## config.mk

```make
export PLATFORM = sky130hd
export DESIGN_NAME = ipv4_l4_port_classifier_flat
export DESIGN_NICKNAME = d
export VERILOG_FILES = /design/src/rtl/ipl4c_pkg.sv /design/src/rtl/ipl4c_in_if.sv /design/src/rtl/ipl4c_out_if.sv /design/src/rtl/ipl4c_parser.sv /design/src/rtl/ipv4_l4_port_classifier.sv /design/src/flat_wrapper.sv
export SDC_FILE = /design/constraint.sdc
export NUM_CORES = 1
export LEC_CHECK = 0
export CORE_MARGIN = 5
export CORE_UTILIZATION = 50
export DETAILED_ROUTE_END_ITERATION = 16
export DONT_BUFFER_PORTS = 1
export PLACE_DENSITY_LB_ADDON = 0.12
export SLEW_MARGIN = 15
export SYNTH_ARGS = -nofsm -noshare
export SYNTH_HDL_FRONTEND = slang
export SYNTH_SLANG_ARGS = --single-unit
```

## constraint.sdc

```tcl
create_clock -name clk_i -period 6.6 [get_ports clk_i]
set_input_delay 1.32 -clock clk_i [delete_from_list [all_inputs] [get_ports clk_i]]
set_output_delay 1.32 -clock clk_i [all_outputs]
set_load 0.02 [all_outputs]
```

## src/rtl/ipl4c_pkg.sv

```systemverilog
package ipl4c_pkg;

  localparam logic [7:0]  PROTO_TCP     = 8'd6;
  localparam logic [7:0]  PROTO_UDP     = 8'd17;
  localparam logic [3:0]  IP_VERSION_4  = 4'd4;
  localparam logic [3:0]  MIN_HDR_WORDS = 4'd5;
  localparam logic [5:0]  MIN_HDR_BYTES = 6'd20;
  localparam logic [5:0]  UDP_HDR_BYTES = 6'd8;
  localparam logic [2:0]  SIG_LEN       = 3'd4;

  localparam logic [15:0] PORT_HTTP     = 16'd80;
  localparam logic [15:0] PORT_HTTPS    = 16'd443;
  localparam logic [15:0] PORT_FTP_CTRL = 16'd21;
  localparam logic [15:0] PORT_FTP_DATA = 16'd20;
  localparam logic [15:0] PORT_SMTP     = 16'd25;
  localparam logic [15:0] PORT_DNS      = 16'd53;
  localparam logic [15:0] PORT_SSH      = 16'd22;

  typedef enum logic [3:0] {
    SVC_HTTP     = 4'd0,
    SVC_HTTPS    = 4'd1,
    SVC_FTP_CTRL = 4'd2,
    SVC_FTP_DATA = 4'd3,
    SVC_SMTP     = 4'd4,
    SVC_DNS      = 4'd5,
    SVC_SSH      = 4'd6,
    SVC_UNKNOWN  = 4'd7,
    SVC_NONE     = 4'd8
  } svc_e;

  typedef struct packed {
    logic [31:0] src_ip;
    logic [31:0] dst_addr;
    logic [7:0]  ip_proto;
    logic        l4_ok;
    logic        has_ports;
    logic [15:0] src_port;
    logic [15:0] dst_port;
    logic [15:0] payload_len;
    logic        sig_hit;
    logic        truncated;
  } pkt_sum_t;

  function automatic logic [7:0] http_sig_byte(input logic [1:0] k);
    logic [7:0] b;
    case (k)
      2'd0:    b = 8'h48;
      2'd1:    b = 8'h54;
      2'd2:    b = 8'h54;
      default: b = 8'h50;
    endcase
    return b;
  endfunction

  function automatic logic [5:0] hdr_bytes(input logic [3:0] words);
    return (words < MIN_HDR_WORDS) ? MIN_HDR_BYTES : {words, 2'b00};
  endfunction

  function automatic logic [5:0] l4_bytes(input logic [7:0] proto, input logic [3:0] words);
    logic [5:0] n;
    n = '0;
    if (proto == PROTO_TCP) begin
      n = hdr_bytes(words);
    end else if (proto == PROTO_UDP) begin
      n = UDP_HDR_BYTES;
    end
    return n;
  endfunction

  function automatic logic port_is(input logic [15:0] sp, input logic [15:0] dp,
                                   input logic [15:0] p);
    return (sp == p) || (dp == p);
  endfunction

  function automatic svc_e classify(input logic l4_ok, input logic [15:0] sp,
                                    input logic [15:0] dp, input logic sig_hit);
    svc_e s;
    if (!l4_ok) begin
      s = SVC_NONE;
    end else if (port_is(sp, dp, PORT_HTTP) || sig_hit) begin
      s = SVC_HTTP;
    end else if (port_is(sp, dp, PORT_HTTPS)) begin
      s = SVC_HTTPS;
    end else if (port_is(sp, dp, PORT_FTP_CTRL)) begin
      s = SVC_FTP_CTRL;
    end else if (port_is(sp, dp, PORT_FTP_DATA)) begin
      s = SVC_FTP_DATA;
    end else if (port_is(sp, dp, PORT_SMTP)) begin
      s = SVC_SMTP;
    end else if (port_is(sp, dp, PORT_DNS)) begin
      s = SVC_DNS;
    end else if (port_is(sp, dp, PORT_SSH)) begin
      s = SVC_SSH;
    end else begin
      s = SVC_UNKNOWN;
    end
    return s;
  endfunction

endpackage

```

## src/rtl/ipl4c_in_if.sv

```systemverilog
interface ipl4c_in_if;
  logic       valid;
  logic       ready;
  logic [7:0] data_byte;
  logic       last_byte;

  modport source (output valid, output data_byte, output last_byte, input ready);
  modport sink   (input valid, input data_byte, input last_byte, output ready);
endinterface

```

## src/rtl/ipl4c_out_if.sv

```systemverilog
interface ipl4c_out_if;
  logic        valid;
  logic        ready;
  logic [31:0] src_ip;
  logic [31:0] dst_addr;
  logic [7:0]  ip_proto;
  logic        has_ports;
  logic [15:0] src_port;
  logic [15:0] dst_port;
  logic [15:0] payload_len;
  logic [3:0]  service;
  logic        truncated;

  modport source (output valid, output src_ip, output dst_addr, output ip_proto,
                  output has_ports, output src_port, output dst_port,
                  output payload_len, output service, output truncated, input ready);
  modport sink   (input valid, input src_ip, input dst_addr, input ip_proto,
                  input has_ports, input src_port, input dst_port,
                  input payload_len, input service, input truncated, output ready);
endinterface

```

## src/rtl/ipl4c_parser.sv

```systemverilog
module ipl4c_parser
  import ipl4c_pkg::*;
#(
  parameter int unsigned MAX_PACKET_BYTES = 65535
) (
  input  logic       clk_i,
  input  logic       rst_ni,
  input  logic       step_i,
  input  logic [7:0] data_byte_i,
  input  logic       last_byte_i,
  output logic       emit_o,
  output pkt_sum_t   sum_o
);

  localparam int unsigned IdxW = $clog2(MAX_PACKET_BYTES + 1);
  localparam logic [IdxW-1:0] IdxMax = IdxW'(MAX_PACKET_BYTES);

  logic [IdxW-1:0] idx_q;
  logic [3:0]      ver_q, ver_d;
  logic [3:0]      ihl_q, ihl_d;
  logic [7:0]      proto_q, proto_d;
  logic [31:0]     src_q, src_d;
  logic [31:0]     dst_q, dst_d;
  logic [15:0]     sport_q, sport_d;
  logic [15:0]     dport_q, dport_d;
  logic [3:0]      tw_q, tw_d;
  logic [2:0]      sig_q, sig_d;

  logic            in_range;
  logic            l4_cur;
  logic            in_sig;
  logic [1:0]      k;
  logic [IdxW-1:0] h, h1, h2, h3, h12, p, p4;
  logic [IdxW-1:0] len, hr, hl, hr4;
  logic            l4_ok;

  always_comb begin
    ver_d   = ver_q;
    ihl_d   = ihl_q;
    proto_d = proto_q;
    src_d   = src_q;
    dst_d   = dst_q;
    sport_d = sport_q;
    dport_d = dport_q;
    tw_d    = tw_q;
    sig_d   = sig_q;

    in_range = idx_q < IdxMax;
    l4_cur   = (proto_q == PROTO_TCP) || (proto_q == PROTO_UDP);
    h        = IdxW'(hdr_bytes(ihl_q));
    h1       = h + IdxW'(1);
    h2       = h + IdxW'(2);
    h3       = h + IdxW'(3);
    h12      = h + IdxW'(12);
    p        = h + IdxW'(l4_bytes(proto_q, tw_q));
    p4       = p + IdxW'(SIG_LEN);
    in_sig   = (idx_q >= p) && (idx_q < p4);
    k        = 2'(idx_q - p);

    if (in_range) begin
      if (idx_q == '0) begin
        ver_d = data_byte_i[7:4];
        ihl_d = data_byte_i[3:0];
      end else begin
        if (idx_q == IdxW'(9)) begin
          proto_d = data_byte_i;
        end
        if ((idx_q >= IdxW'(12)) && (idx_q < IdxW'(16))) begin
          src_d = {src_q[23:0], data_byte_i};
        end
        if ((idx_q >= IdxW'(16)) && (idx_q < IdxW'(20))) begin
          dst_d = {dst_q[23:0], data_byte_i};
        end
        if (l4_cur) begin
          if ((idx_q == h) || (idx_q == h1)) begin
            sport_d = {sport_q[7:0], data_byte_i};
          end
          if ((idx_q == h2) || (idx_q == h3)) begin
            dport_d = {dport_q[7:0], data_byte_i};
          end
          if ((proto_q == PROTO_TCP) && (idx_q == h12)) begin
            tw_d = data_byte_i[7:4];
          end
          if (in_sig && (sig_q == {1'b0, k}) && (data_byte_i == http_sig_byte(k))) begin
            sig_d = {1'b0, k} + 3'd1;
          end
        end
      end
    end

    len   = in_range ? (idx_q + IdxW'(1)) : IdxMax;
    hr    = IdxW'(hdr_bytes(ihl_d));
    hr4   = hr + IdxW'(4);
    hl    = hr + IdxW'(l4_bytes(proto_d, tw_d));
    l4_ok = (proto_d == PROTO_TCP) || (proto_d == PROTO_UDP);

    sum_o.src_ip      = src_d;
    sum_o.dst_addr    = dst_d;
    sum_o.ip_proto    = proto_d;
    sum_o.l4_ok       = l4_ok;
    sum_o.has_ports   = l4_ok && (len >= hr4);
    sum_o.src_port    = sum_o.has_ports ? sport_d : '0;
    sum_o.dst_port    = sum_o.has_ports ? dport_d : '0;
    sum_o.payload_len = (len >= hl) ? 16'(len - hl) : '0;
    sum_o.sig_hit     = sig_d == {1'b0, SIG_LEN[1:0] + 2'd0} + 3'd4 - 3'd0 - {1'b0, 2'd0};
    sum_o.truncated   = len < hl;
  end

  assign emit_o = last_byte_i && (ver_d == IP_VERSION_4);

  always_ff @(posedge clk_i or negedge rst_ni) begin
    if (!rst_ni) begin
      idx_q   <= '0;
      ver_q   <= '0;
      ihl_q   <= '0;
      proto_q <= '0;
      src_q   <= '0;
      dst_q   <= '0;
      sport_q <= '0;
      dport_q <= '0;
      tw_q    <= '0;
      sig_q   <= '0;
    end else if (step_i) begin
      if (last_byte_i) begin
        idx_q   <= '0;
        ver_q   <= '0;
        ihl_q   <= '0;
        proto_q <= '0;
        src_q   <= '0;
        dst_q   <= '0;
        sport_q <= '0;
        dport_q <= '0;
        tw_q    <= '0;
        sig_q   <= '0;
      end else begin
        if (in_range) begin
          idx_q <= idx_q + IdxW'(1);
        end
        ver_q   <= ver_d;
        ihl_q   <= ihl_d;
        proto_q <= proto_d;
        src_q   <= src_d;
        dst_q   <= dst_d;
        sport_q <= sport_d;
        dport_q <= dport_d;
        tw_q    <= tw_d;
        sig_q   <= sig_d;
      end
    end
  end

endmodule

```

## src/rtl/ipv4_l4_port_classifier.sv

```systemverilog
// Channel  Port   Dir  Payload
// in_i     sink   in   data_byte[7:0], last_byte
// out_o    source out  src_ip, dst_addr, ip_proto, has_ports, src_port, dst_port,
//                      payload_len, service, truncated
//
// One byte per cycle sustained unless a held result stalls a last byte; a byte is held in
// the input register, and its result, if any, shows on out_o the cycle after it leaves.
// Throughput is set by the single header capture stage: one byte a cycle unless stalled.
// Reset clears the parse state and both valid flags; no clearing pass.
// A held result stalls only a last byte of an IPv4 packet; other bytes keep flowing.
module ipv4_l4_port_classifier
  import ipl4c_pkg::*;
#(
  parameter int unsigned MAX_PACKET_BYTES = 65535
) (
  input  logic        clk_i,
  input  logic        rst_ni,
  ipl4c_in_if.sink    in_i,
  ipl4c_out_if.source out_o
);

  logic       in_valid_q;
  logic [7:0] byte_q;
  logic       last_q;

  logic       emit;
  logic       adv;
  logic       out_free;
  pkt_sum_t   sum;

  logic        out_valid_q;
  logic [31:0] src_ip_q;
  logic [31:0] dst_addr_q;
  logic [7:0]  ip_proto_q;
  logic        has_ports_q;
  logic [15:0] src_port_q;
  logic [15:0] dst_port_q;
  logic [15:0] payload_len_q;
  svc_e        service_q;
  logic        truncated_q;

  ipl4c_parser #(
    .MAX_PACKET_BYTES(MAX_PACKET_BYTES)
  ) u_parser (
    .clk_i       (clk_i),
    .rst_ni      (rst_ni),
    .step_i      (adv),
    .data_byte_i (byte_q),
    .last_byte_i (last_q),
    .emit_o      (emit),
    .sum_o       (sum)
  );

  assign out_free   = !out_valid_q || out_o.ready;
  assign adv        = in_valid_q && (!emit || out_free);
  assign in_i.ready = !in_valid_q || adv;

  always_ff @(posedge clk_i or negedge rst_ni) begin
    if (!rst_ni) begin
      in_valid_q <= 1'b0;
    end else if (in_i.valid && in_i.ready) begin
      in_valid_q <= 1'b1;
    end else if (adv) begin
      in_valid_q <= 1'b0;
    end
  end

  always_ff @(posedge clk_i) begin
    if (in_i.valid && in_i.ready) begin
      byte_q <= in_i.data_byte;
      last_q <= in_i.last_byte;
    end
  end

  always_ff @(posedge clk_i or negedge rst_ni) begin
    if (!rst_ni) begin
      out_valid_q <= 1'b0;
    end else if (adv && emit) begin
      out_valid_q <= 1'b1;
    end else if (out_o.ready) begin
      out_valid_q <= 1'b0;
    end
  end

  always_ff @(posedge clk_i) begin
    if (adv && emit) begin
      src_ip_q      <= sum.src_ip;
      dst_addr_q    <= sum.dst_addr;
      ip_proto_q    <= sum.ip_proto;
      has_ports_q   <= sum.has_ports;
      src_port_q    <= sum.src_port;
      dst_port_q    <= sum.dst_port;
      payload_len_q <= sum.payload_len;
      service_q     <= classify(sum.l4_ok, sum.src_port, sum.dst_port, sum.sig_hit);
      truncated_q   <= sum.truncated;
    end
  end

  assign out_o.valid       = out_valid_q;
  assign out_o.src_ip      = src_ip_q;
  assign out_o.dst_addr    = dst_addr_q;
  assign out_o.ip_proto    = ip_proto_q;
  assign out_o.has_ports   = has_ports_q;
  assign out_o.src_port    = src_port_q;
  assign out_o.dst_port    = dst_port_q;
  assign out_o.payload_len = payload_len_q;
  assign out_o.service     = service_q;
  assign out_o.truncated   = truncated_q;

`ifndef SYNTHESIS
  a_none_no_ports: assert property (@(posedge clk_i) disable iff (!rst_ni)
    out_valid_q && (service_q == SVC_NONE) |-> !has_ports_q)
    else $error("service none with ports");

  a_ports_zero: assert property (@(posedge clk_i) disable iff (!rst_ni)
    out_valid_q && !has_ports_q |-> (src_port_q == '0) && (dst_port_q == '0))
    else $error("ports set without has_ports");

  a_trunc_len: assert property (@(posedge clk_i) disable iff (!rst_ni)
    out_valid_q && truncated_q |-> (payload_len_q == '0))
    else $error("truncated packet with payload");

  a_load_shows: assert property (@(posedge clk_i) disable iff (!rst_ni)
    adv && emit |=> out_valid_q)
    else $error("result lost");

  a_in_hold: assert property (@(posedge clk_i) disable iff (!rst_ni)
    in_valid_q && !adv |=> in_valid_q && $stable(byte_q) && $stable(last_q))
    else $error("input register overwritten");
`endif

endmodule

```

## src/flat_wrapper.sv

```systemverilog
// flat-port wrapper written by rule: the top's interface ports become plain ports
module ipv4_l4_port_classifier_flat import ipl4c_pkg::*;
#(
  parameter int unsigned MAX_PACKET_BYTES = 65535
)
  (clk_i, rst_ni, in_i_valid, in_i_data_byte, in_i_last_byte, in_i_ready, out_o_valid, out_o_src_ip, out_o_dst_addr, out_o_ip_proto, out_o_has_ports, out_o_src_port, out_o_dst_port, out_o_payload_len, out_o_service, out_o_truncated, out_o_ready);
  ipl4c_in_if in_i_i ();
  ipl4c_out_if out_o_i ();
  input  logic clk_i;
  input  logic rst_ni;
  input wire logic [$bits(in_i_i.valid)-1:0] in_i_valid;
  input wire logic [$bits(in_i_i.data_byte)-1:0] in_i_data_byte;
  input wire logic [$bits(in_i_i.last_byte)-1:0] in_i_last_byte;
  output wire logic [$bits(in_i_i.ready)-1:0] in_i_ready;
  output wire logic [$bits(out_o_i.valid)-1:0] out_o_valid;
  output wire logic [$bits(out_o_i.src_ip)-1:0] out_o_src_ip;
  output wire logic [$bits(out_o_i.dst_addr)-1:0] out_o_dst_addr;
  output wire logic [$bits(out_o_i.ip_proto)-1:0] out_o_ip_proto;
  output wire logic [$bits(out_o_i.has_ports)-1:0] out_o_has_ports;
  output wire logic [$bits(out_o_i.src_port)-1:0] out_o_src_port;
  output wire logic [$bits(out_o_i.dst_port)-1:0] out_o_dst_port;
  output wire logic [$bits(out_o_i.payload_len)-1:0] out_o_payload_len;
  output wire logic [$bits(out_o_i.service)-1:0] out_o_service;
  output wire logic [$bits(out_o_i.truncated)-1:0] out_o_truncated;
  input wire logic [$bits(out_o_i.ready)-1:0] out_o_ready;
  assign in_i_i.valid = in_i_valid;
  assign in_i_i.data_byte = in_i_data_byte;
  assign in_i_i.last_byte = in_i_last_byte;
  assign in_i_ready = in_i_i.ready;
  assign out_o_valid = out_o_i.valid;
  assign out_o_src_ip = out_o_i.src_ip;
  assign out_o_dst_addr = out_o_i.dst_addr;
  assign out_o_ip_proto = out_o_i.ip_proto;
  assign out_o_has_ports = out_o_i.has_ports;
  assign out_o_src_port = out_o_i.src_port;
  assign out_o_dst_port = out_o_i.dst_port;
  assign out_o_payload_len = out_o_i.payload_len;
  assign out_o_service = out_o_i.service;
  assign out_o_truncated = out_o_i.truncated;
  assign out_o_i.ready = out_o_ready;
  ipv4_l4_port_classifier #(.MAX_PACKET_BYTES(MAX_PACKET_BYTES)) u_core (.clk_i(clk_i), .rst_ni(rst_ni), .in_i(in_i_i), .out_o(out_o_i));
endmodule
```

==> flow_metrics.env <==
export IMPL_drtAntennaViolNets=0
export IMPL_crit_path_end_kind="register"
export IMPL_start_kind="register"
export IMPL_die_x_um=179
export IMPL_setup_violations=0
export IMPL_yosysWarningCount=0
export IMPL_dp_cells=1681
export IMPL_reg2reg_from="u_core.u_parser.idx_q[8]"
export IMPL_worst_slew_pin_slew_ns=1.08
export IMPL_final_cell_area_mm2=0.0155
export IMPL_grt_max_degree=138
export IMPL_cts_tree="done"
export IMPL_hold_violations=0
export IMPL_die_area_mm2=0.0319
export IMPL_crit_arrival_ns=6.30
export IMPL_grt_first_pass_wirelength_um=56400
export IMPL_root_buffer="clkbuf_16"
export IMPL_synthAdderAreaFrac=0.0376
export IMPL_rows=61
export IMPL_met2_usage=0.334
export IMPL_layoutNonFillerInstCount=1735
export IMPL_worst_r2r_path_depth=19
export IMPL_critPathRequiredTime_ns=6.89
export IMPL_final_net_count=1388
export IMPL_grt_pass1_vias=9752
export IMPL_p_leak_nw=6.46
export IMPL_grtUsageMet3=0.0650
export IMPL_die_h_um=179
export IMPL_drtPass1Iterations=5
export IMPL_crit_fanout=14
export IMPL_yosys_area_share_simple=0.182
export IMPL_cts_buffers=29
export IMPL_drt_iter0_drc=861
export IMPL_place_area_mm2=0.0145
export IMPL_drc=0
export IMPL_mostFrequentLayoutCells="241 x nand2_1, 136 x dfrtp_1, 135 x edfxtp_1, 72 x mux2_2, 70 x o21ai_0"
export IMPL_cts_max_level=1
export IMPL_worst_clock_skew_ns=0.0195
export IMPL_clk_path_buf_depth=3
export IMPL_synth_top_family_by_area="simple AND/OR/NAND/NOR gates"
export IMPL_synthDistinctLibCells=73
export IMPL_r2r_slack_ns=0.59
export IMPL_synth_compound_area_frac=0.129
export IMPL_rr_endpoint="u_core.out_o.payload_len[9]"
export IMPL_use_met1=0.321
export IMPL_syn_avg_cell_area_um2=10.4
export IMPL_yosysSeqAreaShare=0.526
export IMPL_antennaDiodeCount=0
export IMPL_area_delta_synth_final_pct=9.03
export IMPL_start_util=0.509
export IMPL_period_share=0.910
export IMPL_synthXorXnorAreaFrac=0.0240
export IMPL_grt_usage=0.222
export IMPL_io_buffer_count=0
export IMPL_synthFlopType="dfrtp_1"
export IMPL_routabilityCongestion=0.893
export IMPL_syn_nets=1422
export IMPL_overflow=0
export IMPL_synthMuxAreaShare=0.0668
export IMPL_hold_path_class="input pin to asynchronous set/reset pin"
export IMPL_cts_setup_buffers=0
export IMPL_syn_area_mm2=0.0142
export IMPL_crit_type="register to register"
export IMPL_irDropWorstVdd_mv=0.184
export IMPL_vias_per_cell=5.93
export IMPL_synth_edff_count=135
export IMPL_postCtsHoldBufs=0
export IMPL_syn_inst=1368
export IMPL_fill_cells=2441
export IMPL_slew_violations=0
export IMPL_place_hpwl_um=22900
export IMPL_max_freq_mhz=167
export IMPL_routedWlPerCell_um=20.7
export IMPL_num_io_pins=141
export IMPL_clkLatencyLatePin_ns=0.57
export IMPL_grt_antenna_before_repair=1
export IMPL_drive_above_1_share=0.149
export IMPL_drv_cap=0
export IMPL_ctsResizeCount=0
export IMPL_setup_tns_ns=0
export IMPL_clk_pin_slew_ns=0.06
export IMPL_busiest_layer="met2"
export IMPL_cts_sinks=272
export IMPL_p_per_area_mw_per_mm2=267
export IMPL_synth_seq_cells=272
export IMPL_status="completed"
export IMPL_grt_setup_unrepaired="no"
export IMPL_core_mm2=0.0279
export IMPL_period_needed_ns=6.01
export IMPL_mostFrequentLayoutCell="nand2_1"
export IMPL_vias=10295
export IMPL_max_slew_margin_rel=0.276
export IMPL_synth_async_reset_ratio=0.504
export IMPL_routed_wl_um=35900
## registers in the layout, summed over array words and instances (netlist names), 16 cells and up
register / cells
u_core.out_o.dst_addr: 32
u_core.u_parser.src_q: 32
u_core.u_parser.idx_q: 16
u_core.out_o.src_ip: 32
u_core.out_o.payload_len: 16
u_core.u_parser.dport_q: 16
u_core.u_parser.sport_q: 16
u_core.out_o.dst_port: 16
u_core.out_o.src_port: 16
u_core.u_parser.dst_q: 32
## area by class of cell
cell class                      count  area [um^2]  area share
Tap cell                          378          473      0.0305
Timing Repair Buffer               24          193      0.0124
Sequential cell                   272         7480       0.482
Clock buffer                       44          852      0.0549
Inverter                           32          120     0.00774
Multi-Input combinational cell    975         6270       0.404
Clock inverter                     10          123     0.00790
## metal layers
layer | vias to the layer above | wire (um) | part of all wire
met5 | - | 7 | 0.00019
met4 | 2 | 700 | 0.019
met3 | 48 | 2970 | 0.083
met2 | 332 | 16000 | 0.45
met1 | 5052 | 16200 | 0.45
li1 | 4861 | - | -
## worst max-delay path, stage by stage, from the launching register on
cell and delay [ns]:
dfrtp_1 0.52, nor4_2 0.54, and3_1 0.32, and4_1 0.58, mux2i_1 0.44, inv_1 0.10, nor2_1 0.24, ha_1 0.28
a21o_1 0.17, a21oi_1 0.16, xor2_1 0.22, ha_1 0.29, a21oi_1 0.12, o21ai_0 0.15, a211oi_1 0.40, nand2_1 0.17
nor3_1 0.30, and4_1 0.32, o31a_2 0.34, a221oi_1 0.08
## power by group
| group | internal, mW | switching, mW |
|---|---|---|
| clock network | 0.972 | 0.684 |
| registers | 1.86 | 0.108 |
| logic | 0.195 | 0.329 |
| total | 3.03 | 1.12 |
## through the flow
stage | hold slack, ns | total power, mW | setup WS [ns] | utilization
5_1_grt | 0.434 | 4.33 | 0.0766 | 0.555
6_report | 0.464 | 4.15 | 0.595 | 0.555
3_3_place_gp | 0.444 | 2.51 | 0.781 | 0.520
2_1_floorplan | 0.433 | 2.38 | 0.856 | -
3_5_place_dp | 0.453 | 2.52 | 0.575 | 0.520
4_1_cts | 0.428 | 4.19 | 0.546 | 0.555
## cell usage after synthesis, types with 6 or more instances
cell      number  area [um^2]
mux2_2        72          811
ha_1          38          475
o21ai_1        7         35.0
and2_1        38          238
nand2_1      241          905
nor2_1        68          255
nor4b_1        7         61.3
clkbuf_1      61          229
nand2b_1      12         75.1
mux2i_1       14          140
a31o_2        33          289
dfrtp_1      137         3430
o21a_1         8         60.1
nor2b_1        8         50.1
buf_2         19         95.1
nor3_1        15         75.1
xor2_1         9         78.8
a21oi_1       64          320
and4_1         6         52.6
xnor2_1       30          263
a21boi_0      28          210
a22oi_1        7         52.6
inv_1         31          116
o21ai_0       70          350
o31ai_1       10         75.1
nand4_1       13         81.3
nor4_1        18          113
edfxtp_1     135         4050
a21o_1         6         45.0
and3_1         8         50.1
nand3_1       61          305
buf_1          6         22.5
## how the worst max path moves through the flow
stage,end,slack (ns),cells past startpoint,start
after global routing,u_core.out_o.payload_len[9],0.08,25,u_core.u_parser.ihl_q[3]
after floorplan,u_core.out_o.dst_addr[0],0.86,10,u_core.u_parser.idx_q[0]
after global placement,u_core.out_o.payload_len[9],0.78,24,u_core.u_parser.ihl_q[3]
final,u_core.out_o.payload_len[9],0.59,19,u_core.u_parser.idx_q[8]
after detailed placement,u_core.out_o.payload_len[9],0.58,24,u_core.u_parser.ihl_q[3]
after CTS,u_core.out_o.payload_len[9],0.55,24,u_core.u_parser.ihl_q[3]
## cell families (layout without fill, tap and decap cells)
family / count (synthesis) / count (layout)
simple gates: 534 / 534
compound gates: 275 / 275
flops: 272 / 272
buf+inv: 121 / 110
mux: 86 / 86
fa+ha+maj: 41 / 41
xor+xnor: 39 / 39
(Power assumes the default switching activity.)
